[src/hdl/mlfq_pkg.sv]
package mlfq_pkg;

  typedef enum logic [1:0] {
    FN_SPAWN    = 2'd0,
    FN_DISPATCH = 2'd1,
    FN_REPORT   = 2'd2,
    FN_WAKE     = 2'd3
  } func_e;

  typedef enum logic [1:0] {
    OC_TERMINATED = 2'd0,
    OC_BLOCKED    = 2'd1,
    OC_WHOLE      = 2'd2,
    OC_PART       = 2'd3
  } outcome_e;

  typedef enum logic [7:0] {
    S_IDLE  = 8'b0000_0001,
    S_SPAWN = 8'b0000_0010,
    S_BCHK  = 8'b0000_0100,
    S_BWAIT = 8'b0000_1000,
    S_SEL   = 8'b0001_0000,
    S_PWAIT = 8'b0010_0000,
    S_RPT   = 8'b0100_0000,
    S_DONE  = 8'b1000_0000
  } state_e;

  // Fixed queue numbers: real-time, blocked; user levels follow.
  localparam int QRT  = 0;
  localparam int QBLK = 1;

  localparam logic [29:0] QUANTUM_RESET = 30'd10000000;

endpackage

[src/hdl/mlfq_scheduler_active_expired.sv]
// Hardware task scheduler with a real-time queue, two banks (active and expired) of
// LEVELS user queues, and a blocked queue, all kept in one shared queue memory. Each
// item is taken only while the block is idle and gives exactly one result item. A
// spawn checks one task id per cycle, up to MAX_TASKS ids, until one is free. A
// dispatch walks the blocked queue, then pops the served queue, first swapping the
// banks if the real-time queue and active bank are empty; the single read port of
// the queue memory is used once per blocked entry and once for the pop.
// The base quantum is written through the cfg channel while the block is idle.
module mlfq_scheduler_active_expired import mlfq_pkg::*; #(
  parameter int MAX_TASKS = 18,
  parameter int LEVELS    = 4
) (
  input  logic        clk_i,
  input  logic        rst_ni,
  input  logic        cfg_valid_i,
  output logic        cfg_ready_o,
  input  logic [29:0] cfg_data_i,
  input  logic        in_valid_i,
  output logic        in_ready_o,
  input  logic [1:0]  func_i,
  input  logic [4:0]  task_id_i,
  input  logic        real_time_i,
  input  logic [2:0]  start_level_i,
  input  logic [1:0]  outcome_i,
  output logic        out_valid_o,
  input  logic        out_ready_i,
  output logic        ok_o,
  output logic [4:0]  result_id_o,
  output logic [2:0]  level_o,
  output logic [29:0] quantum_o,
  output logic        swapped_o,
  output logic [4:0]  woken_moved_o
);

  localparam int NQ    = 2 + 2 * LEVELS;
  localparam int QW    = $clog2(NQ);
  localparam int SW    = $clog2(MAX_TASKS + 1);
  localparam int IXW   = $clog2(MAX_TASKS);
  localparam int LVW   = $clog2(LEVELS + 1);
  localparam int DEPTH = NQ * MAX_TASKS;
  localparam int AW    = $clog2(DEPTH);

  state_e state_q, state_d;

  logic [29:0] base_q;

  // Per-task flags.
  logic [MAX_TASKS-1:0] in_use_q, is_rt_q, woken_q, run_q, blk_q;
  logic [LVW-1:0]       tlvl_q [MAX_TASKS];
  logic [SW-1:0]        last_id_q;
  logic                 bank_q;

  // Queue control and storage.
  logic [SW-1:0] head_q [NQ];
  logic [SW-1:0] cnt_q  [NQ];
  logic [SW-1:0] mem_q  [DEPTH];
  logic [SW-1:0] rdata_q;

  // Captured item.
  func_e           func_q;
  logic [4:0]      tid_q;
  logic            rt_in_q;
  logic [2:0]      sl_q;
  outcome_e        oc_q;

  // Sequencer counters.
  logic [SW-1:0] cand_q, k_q, nblk_q;

  // Pending result.
  logic          res_ok_q, res_swp_q;
  logic [SW-1:0] res_id_q, res_mov_q;
  logic [LVW-1:0] res_lvl_q;

  // Output register.
  logic        out_valid_q, out_ok_q, out_swp_q;
  logic [4:0]  out_id_q, out_mov_q;
  logic [2:0]  out_lvl_q;
  logic [29:0] out_quant_q;

  // Queue port controls.
  logic          push_en, pop_en;
  logic [QW-1:0] push_qi, pop_qi;
  logic [SW-1:0] push_id;
  logic [AW-1:0] waddr, raddr;
  logic [SW:0]   tail_sum;

  // Decode helpers.
  logic           tid_ok;
  logic [IXW-1:0] tix, cix, bix;
  logic [LVW-1:0] sl_clamp, rpt_lvl;
  logic           lvl_found;
  logic [LVW-1:0] lvl_first;

  function automatic logic [QW-1:0] lvq(input logic bank, input logic [LVW-1:0] l);
    return QW'(2 + (bank ? LEVELS : 0) + int'(l) - 1);
  endfunction

  function automatic logic task_id_ok(input logic [4:0] t);
    return (int'(t) >= 1) && (int'(t) <= MAX_TASKS);
  endfunction

  assign tid_ok = (task_id_ok(tid_q));

  assign tix = IXW'(int'(tid_q) - 1);
  assign cix = IXW'(int'(cand_q) - 1);
  assign bix = IXW'(int'(rdata_q) - 1);

  always_comb begin
    if (int'(sl_q) < 1) begin
      sl_clamp = LVW'(1);
    end else if (int'(sl_q) > LEVELS) begin
      sl_clamp = LVW'(LEVELS);
    end else begin
      sl_clamp = LVW'(sl_q);
    end
  end

  // Level a requeued user task enters.
  always_comb begin
    rpt_lvl = (tlvl_q[tix] == '0) ? LVW'(1) : tlvl_q[tix];
    if (oc_q == OC_WHOLE && int'(rpt_lvl) < LEVELS) begin
      rpt_lvl = rpt_lvl + LVW'(1);
    end
  end

  // Lowest-numbered (highest-priority) non-empty level of the active bank.
  always_comb begin
    lvl_found = 1'b0;
    lvl_first = '0;
    for (int i = LEVELS; i >= 1; i--) begin
      if (cnt_q[lvq(bank_q, LVW'(i))] != '0) begin
        lvl_found = 1'b1;
        lvl_first = LVW'(i);
      end
    end
  end

  // Queue push and pop requests, one of each at most per cycle.
  always_comb begin
    push_en = 1'b0;
    push_qi = '0;
    push_id = '0;
    pop_en  = 1'b0;
    pop_qi  = '0;
    unique case (state_q)
      S_SPAWN: begin
        if (k_q != SW'(MAX_TASKS) && !in_use_q[cix]) begin
          push_en = 1'b1;
          push_id = cand_q;
          push_qi = rt_in_q ? QW'(QRT) : lvq(bank_q, sl_clamp);
        end
      end
      S_BCHK: begin
        if (k_q != nblk_q) begin
          pop_en = 1'b1;
          pop_qi = QW'(QBLK);
        end
      end
      S_BWAIT: begin
        push_en = 1'b1;
        push_id = rdata_q;
        push_qi = woken_q[bix] ? lvq(bank_q, LVW'(1)) : QW'(QBLK);
      end
      S_SEL: begin
        if (cnt_q[QRT] != '0) begin
          pop_en = 1'b1;
          pop_qi = QW'(QRT);
        end else if (lvl_found) begin
          pop_en = 1'b1;
          pop_qi = lvq(bank_q, lvl_first);
        end
      end
      S_RPT: begin
        if (func_q == FN_REPORT && tid_ok && in_use_q[tix] && run_q[tix]
            && oc_q != OC_TERMINATED) begin
          push_en = 1'b1;
          push_id = SW'(tid_q);
          if (is_rt_q[tix]) begin
            push_qi = QW'(QRT);
          end else if (oc_q == OC_BLOCKED) begin
            push_qi = QW'(QBLK);
          end else begin
            push_qi = lvq((oc_q == OC_WHOLE) ? ~bank_q : bank_q, rpt_lvl);
          end
        end
      end
      default: ;
    endcase
  end

  assign tail_sum = {1'b0, head_q[push_qi]} + {1'b0, cnt_q[push_qi]};
  always_comb begin
    logic [SW:0] t;
    t = (tail_sum >= (SW+1)'(MAX_TASKS)) ? tail_sum - (SW+1)'(MAX_TASKS) : tail_sum;
    waddr = AW'(int'(push_qi) * MAX_TASKS + int'(t));
  end
  assign raddr = AW'(int'(pop_qi) * MAX_TASKS + int'(head_q[pop_qi]));

  always_ff @(posedge clk_i) begin
    if (push_en && cnt_q[push_qi] < SW'(MAX_TASKS)) begin
      mem_q[waddr] <= push_id;
    end
    rdata_q <= mem_q[raddr];
  end

  // Next state.
  always_comb begin
    state_d = state_q;
    unique case (state_q)
      S_IDLE: begin
        if (in_valid_i) begin
          unique case (func_e'(func_i))
            FN_SPAWN:    state_d = S_SPAWN;
            FN_DISPATCH: state_d = S_BCHK;
            default:     state_d = S_RPT;
          endcase
        end
      end
      S_SPAWN: begin
        if (k_q == SW'(MAX_TASKS) || !in_use_q[cix]) state_d = S_DONE;
      end
      S_BCHK:  state_d = (k_q == nblk_q) ? S_SEL : S_BWAIT;
      S_BWAIT: state_d = S_BCHK;
      S_SEL: begin
        if (pop_en) begin
          state_d = S_PWAIT;
        end else if (res_swp_q) begin
          state_d = S_DONE;
        end
      end
      S_PWAIT: state_d = S_DONE;
      S_RPT:   state_d = S_DONE;
      S_DONE: begin
        if (!out_valid_q || out_ready_i) state_d = S_IDLE;
      end
      default: state_d = S_IDLE;
    endcase
  end

  always_ff @(posedge clk_i or negedge rst_ni) begin
    if (!rst_ni) begin
      state_q     <= S_IDLE;
      base_q      <= QUANTUM_RESET;
      in_use_q    <= '0;
      is_rt_q     <= '0;
      woken_q     <= '0;
      run_q       <= '0;
      blk_q       <= '0;
      last_id_q   <= '0;
      bank_q      <= 1'b0;
      out_valid_q <= 1'b0;
      for (int i = 0; i < MAX_TASKS; i++) tlvl_q[i] <= '0;
      for (int i = 0; i < NQ; i++) begin
        head_q[i] <= '0;
        cnt_q[i]  <= '0;
      end
    end else begin
      state_q <= state_d;
      if (cfg_valid_i && state_q == S_IDLE) base_q <= cfg_data_i;

      if (pop_en) begin
        head_q[pop_qi] <= (head_q[pop_qi] == SW'(MAX_TASKS - 1)) ? '0
                          : head_q[pop_qi] + SW'(1);
        cnt_q[pop_qi]  <= cnt_q[pop_qi] - SW'(1);
      end
      if (push_en && cnt_q[push_qi] < SW'(MAX_TASKS)) begin
        cnt_q[push_qi] <= cnt_q[push_qi] + SW'(1);
      end

      // A new result loads the output register once the previous one is gone.
      if (state_q == S_DONE && (!out_valid_q || out_ready_i)) begin
        out_valid_q <= 1'b1;
      end else if (out_ready_i) begin
        out_valid_q <= 1'b0;
      end

      unique case (state_q)
        S_SPAWN: begin
          if (!(k_q == SW'(MAX_TASKS)) && !in_use_q[cix]) begin
            in_use_q[cix] <= 1'b1;
            woken_q[cix]  <= 1'b0;
            run_q[cix]    <= 1'b0;
            blk_q[cix]    <= 1'b0;
            is_rt_q[cix]  <= rt_in_q;
            tlvl_q[cix]   <= rt_in_q ? '0 : sl_clamp;
            last_id_q     <= cand_q;
          end
        end
        S_BWAIT: begin
          if (woken_q[bix]) begin
            woken_q[bix] <= 1'b0;
            blk_q[bix]   <= 1'b0;
            tlvl_q[bix]  <= LVW'(1);
          end
        end
        S_SEL: begin
          if (!pop_en && !res_swp_q) bank_q <= ~bank_q;
        end
        S_PWAIT: run_q[bix] <= 1'b1;
        S_RPT: begin
          if (func_q == FN_REPORT && tid_ok && in_use_q[tix] && run_q[tix]) begin
            run_q[tix] <= 1'b0;
            if (oc_q == OC_TERMINATED) begin
              in_use_q[tix] <= 1'b0;
              woken_q[tix]  <= 1'b0;
              blk_q[tix]    <= 1'b0;
            end else if (!is_rt_q[tix]) begin
              if (oc_q == OC_BLOCKED) begin
                blk_q[tix]   <= 1'b1;
                woken_q[tix] <= 1'b0;
              end else begin
                tlvl_q[tix] <= rpt_lvl;
              end
            end
          end else if (func_q == FN_WAKE && tid_ok && in_use_q[tix] && blk_q[tix]
                       && !woken_q[tix]) begin
            woken_q[tix] <= 1'b1;
          end
        end
        default: ;
      endcase
    end
  end

  // Payload registers of the sequencer and the output.
  always_ff @(posedge clk_i) begin
    unique case (state_q)
      S_IDLE: begin
        func_q    <= func_e'(func_i);
        tid_q     <= task_id_i;
        rt_in_q   <= real_time_i;
        sl_q      <= start_level_i;
        oc_q      <= outcome_e'(outcome_i);
        cand_q    <= (last_id_q >= SW'(MAX_TASKS)) ? SW'(1) : last_id_q + SW'(1);
        k_q       <= '0;
        nblk_q    <= cnt_q[QBLK];
        res_ok_q  <= 1'b0;
        res_id_q  <= '0;
        res_lvl_q <= '0;
        res_swp_q <= 1'b0;
        res_mov_q <= '0;
      end
      S_SPAWN: begin
        if (k_q != SW'(MAX_TASKS)) begin
          if (!in_use_q[cix]) begin
            res_ok_q  <= 1'b1;
            res_id_q  <= cand_q;
            res_lvl_q <= rt_in_q ? '0 : sl_clamp;
          end else begin
            cand_q <= (cand_q == SW'(MAX_TASKS)) ? SW'(1) : cand_q + SW'(1);
            k_q    <= k_q + SW'(1);
          end
        end
      end
      S_BWAIT: begin
        k_q <= k_q + SW'(1);
        if (woken_q[bix]) res_mov_q <= res_mov_q + SW'(1);
      end
      S_SEL: begin
        if (cnt_q[QRT] != '0) begin
          res_lvl_q <= '0;
        end else if (lvl_found) begin
          res_lvl_q <= lvl_first;
        end else begin
          res_swp_q <= 1'b1;
        end
      end
      S_PWAIT: begin
        res_ok_q <= 1'b1;
        res_id_q <= rdata_q;
      end
      S_RPT: begin
        res_id_q <= SW'(tid_q);
        if (func_q == FN_REPORT && tid_ok && in_use_q[tix] && run_q[tix]) begin
          res_ok_q <= 1'b1;
          if (oc_q != OC_TERMINATED && oc_q != OC_BLOCKED && !is_rt_q[tix]) begin
            res_lvl_q <= rpt_lvl;
          end
        end else if (func_q == FN_WAKE && tid_ok && in_use_q[tix] && blk_q[tix]
                     && !woken_q[tix]) begin
          res_ok_q <= 1'b1;
        end
      end
      S_DONE: begin
        if (!out_valid_q || out_ready_i) begin
          out_ok_q  <= res_ok_q;
          out_id_q  <= 5'(res_id_q);
          out_lvl_q <= 3'(res_lvl_q);
          out_swp_q <= res_swp_q;
          out_mov_q <= 5'(res_mov_q);
          // The shifter scales the quantum by the served level.
          if (func_q == FN_DISPATCH && res_ok_q) begin
            out_quant_q <= (res_lvl_q == '0) ? base_q : base_q >> (res_lvl_q - LVW'(1));
          end else begin
            out_quant_q <= '0;
          end
        end
      end
      default: ;
    endcase
  end

  assign cfg_ready_o   = (state_q == S_IDLE);
  assign in_ready_o    = (state_q == S_IDLE);
  assign out_valid_o   = out_valid_q;
  assign ok_o          = out_ok_q;
  assign result_id_o   = out_id_q;
  assign level_o       = out_lvl_q;
  assign quantum_o     = out_quant_q;
  assign swapped_o     = out_swp_q;
  assign woken_moved_o = out_mov_q;

endmodule

[config.mk]
export PLATFORM = sky130hd
export DESIGN_NAME = mlfq_scheduler_active_expired
export DESIGN_NICKNAME = d
export VERILOG_FILES = /design/src/hdl/mlfq_pkg.sv /design/src/hdl/mlfq_scheduler_active_expired.sv
export SDC_FILE = /design/constraint.sdc
export NUM_CORES = 2
export LEC_CHECK = 0
export BUFFER_PORTS_ARGS = -buffer_cell sky130_fd_sc_hd__buf_2
export CAP_MARGIN = 25
export CORE_MARGIN = 2
export CORE_UTILIZATION = 60
export CTS_CLUSTER_DIAMETER = 50
export DETAILED_ROUTE_END_ITERATION = 12
export PLACE_DENSITY = 0.77
export SYNTH_ARGS = -nofsm -noshare
export SYNTH_HDL_FRONTEND = slang
export SYNTH_SLANG_ARGS = --single-unit
[constraint.sdc]
create_clock -name clk_i -period 13.8 [get_ports clk_i]
set_input_delay 2.07 -clock clk_i [delete_from_list [all_inputs] [get_ports clk_i]]
set_output_delay 2.07 -clock clk_i [all_outputs]
set_load 0.005 [all_outputs]
==> results.cfg <==
[drt]
ant_nets = 0
routed_wl_um = 182500
drc = 0
first_pass_iters = 6
drt_iter0_drc = 7292
avgRoutedWirePerCell_um = 28.08
vias = 44626
via_per_inst = 6.866

[layout]
syn_to_final_growth_pct = 10.77
layout-drive-gt1-share = 0.1354
design_area_um2 = 66920
finalNonFillerCells = 6500
layout_common_cells = 988 x edfxtp_1, 844 x nand2_1, 444 x nor2_1, 302 x o21ai_0, 296 x a21oi_1
layout_commonest_cell = edfxtp_1
fin_nets = 5185

[pwr]
ir_worst_vdd_v = 0.0001988
leakagePower_nw = 24.28
switching_share = 0.4068
cellPowerDensity_nw_per_um2 = 219.8
p_sw_w = 0.005983
clkPwrFrac = 0.264
p_int_w = 0.008724
comb_power_share = 0.399
seqPwrFrac = 0.337

[timing]
rsz0062_at_grt = no
hold_ws_ns = 0.4559
finalSetupTns_ns = 0
finClkSkew_ns = 0.04722
finalCritPeriodShare = 0.8514
fmax_ghz = 0.08512
hold_viol_final = 0
finalMaxSlewViolations = 0
min_period_ns = 11.75
worstMarginPinSlew_ns = 1.217
setup_viol = 0
relSlewSlack = 0.1812

[floorplanning]
start_util = 0.6041
io_pins = 96
die_area_um2 = 103200
core_um2 = 100000
row_count = 116
die_w_um = 321.3
die_h_um = 321.3

[yosys]
yosysTopAreaCell = edfxtp_1
ys.warnings.count = 0
postSynthCellCount = 5051
synth-seq-area-share = 0.6127
synth_ff_type = edfxtp_1
avgSynthCellArea_um2 = 11.96
async_flop_share = 0.2254
synth.net_count = 5158
synth_edf_count = 988
synth_area_leaders = edfxtp_1 49%, dfrtp_1 12%, nand2_1 5.3%
synth_area_um2 = 60410
synth_cell_types = 99
ys_ff_latch = 1282
yosysTopAreaCellShare = 0.4911

[cts]
insertion_delay_ns = 0.79
clock_sinks = 1282
htree_num_levels = 4
clk_path_buf_depth = 3
tritoncts = yes
cts_hold_buf = 0
cts_buffers = 143
clockRootBuffer = clkbuf_16
ctsResizeCount = 0
cts_setup_buffers = 0
clk_pin_slew_ns = 0.06

[critical_path]
cp-end-kind = flop
r2r-start = tid_q[1]
worstSetupStartpointType = flop
required_ns = 14.21
crit_type = reg2reg
slowest_delay_ns = 0.86
regToRegSetupSlack_ns = 2.05
cp_max_fo = 34
crit_arrival_ns = 12.16
worstRegToRegCells = 37
crit_slowest_cell = or3_1
r2r-end = mem_q[5][2]

[placed_design]
place_area_um2 = 62000
port-buffer-count = 95
dp_hpwl_um = 118200
gp_congestion = 1.018
dp.cells = 6225

[min_path]
min_from = res_id_q[0]
hold_depth = 0
hold-path-endpoint = result_id_o[0]
hp-class = reg2reg

[global_routing]
grt-ovfl-total = 0
grt_antenna_before_repair = 5
grt_use_total = 0.3534
grt_pass1_wl_um = 272100
grt_max_degree = 96
first_global_vias = 42842

[flow_run]
cap_violations = 0

[status]
outcome = complete, no violations
[how the worst max path moves through the flow]
stage          depth (start not counted)             to      from  slack, ns
6_report                              37    mem_q[5][2]  tid_q[1]       2.05
5_1_grt                               37    mem_q[5][2]  tid_q[1]       1.51
4_1_cts                               37    mem_q[6][3]  tid_q[1]       2.33
3_5_place_dp                          37   mem_q[37][4]  tid_q[1]       2.40
3_3_place_gp                          35  mem_q[169][0]  tid_q[1]       2.45
2_1_floorplan                         47   mem_q[57][0]  tid_q[0]       3.90
[cells by family after synthesis]
group | count (synthesis) | share of synthesized area
adder cells (fa/ha/maj) | 59 | 0.01259
AND/OR/NAND/NOR | 1780 | 0.1299
flip-flops | 1282 | 0.6127
AO/OA/AOI/OAI | 1038 | 0.1056
multiplexers | 458 | 0.1043
buffers and inverters | 372 | 0.02597
XOR/XNOR | 62 | 0.008989
[area by class of cell]
cell class	instances	area, um2
Sequential cell	1282	37010
Fill cell	7027	33090
Multi-Input combinational cell	3397	21940
Clock buffer	173	3814
Tap cell	1298	1624
Timing Repair Buffer	189	1224
Clock inverter	93	1037
Inverter	65	254.0
Antenna cell	3	7.507
[routing by layer]
metal	share of wire	global-route usage	wire, um
met3	0.12	0.09640	22550
met2	0.45	0.5440	83000
met5	0.00014	0	26
met4	0.057	0.1812	10420
met1	0.36	0.4638	66520
[through the flow]
step                  util  setup slack (ns)  power (W)
floorplan                -             3.903   0.008784
global placement    0.6193             2.446    0.01050
detailed placement  0.6200             2.402    0.01061
CTS                 0.6685             2.326    0.01448
global route        0.6691             1.507    0.01524
finish              0.6691             2.051    0.01471
[power groups by stage]
stage               logic (W)  clock network [W]  registers, W
finish                0.00587            0.00389       0.00495
floorplan             0.00395                  0       0.00483
global placement      0.00551                  0       0.00499
detailed placement    0.00561                  0       0.00500
CTS                   0.00565            0.00390       0.00493
global route          0.00621            0.00406       0.00497
[state kept, by name, summed over array words and instances, names as in the netlist, 8 cells and up, named ones only]
register	flops
base_q	30
quantum_o	30
cnt_q	50
state_q	8
run_q	18
head_q	50
in_use_q	18
tlvl_q	54
is_rt_q	18
mem_q	900
[critical path: cells and delay by family (launching register included)]
kind | cells | cell delay (ns)
buffers and inverters | 8 | 1.90
adders and majority gates | 4 | 2.00
AOI/OAI and AO/OA | 13 | 2.71
and+or+nand+nor | 8 | 3.07
muxes | 2 | 0.53
xor gates and xnor gates | 2 | 0.52
DFF | 1 | 0.59
[synth_stat cells (8+ instances only)]
master / instances
o31ai_1: 8
buf_1: 29
xor2_1: 27
a21o_1: 11
a2111oi_0: 11
or4_1: 16
o2111ai_1: 19
nor3_1: 56
a31oi_1: 50
mux4_2: 129
mux2_2: 77
or3_1: 19
a211oi_1: 30
nor4_1: 68
o41ai_1: 9
dfstp_2: 9
a22o_1: 41
a21boi_0: 13
o22ai_1: 89
and2_1: 26
xnor2_1: 35
ha_1: 56
or2_2: 14
clkbuf_1: 205
inv_1: 61
and3_1: 31
nand4_1: 19
o21ai_0: 302
o21ai_1: 10
nor2_1: 444
nand2b_1: 42
a21oi_1: 296
o21a_1: 37
buf_4: 19
nand2_1: 848
edfxtp_1: 988
nor2b_1: 30
o22a_1: 8
a22oi_1: 19
mux2i_1: 247
nand3_1: 117
buf_2: 48
o211ai_1: 13
dfrtp_1: 280
No activity file was read; power rests on OpenSTA's default activity.
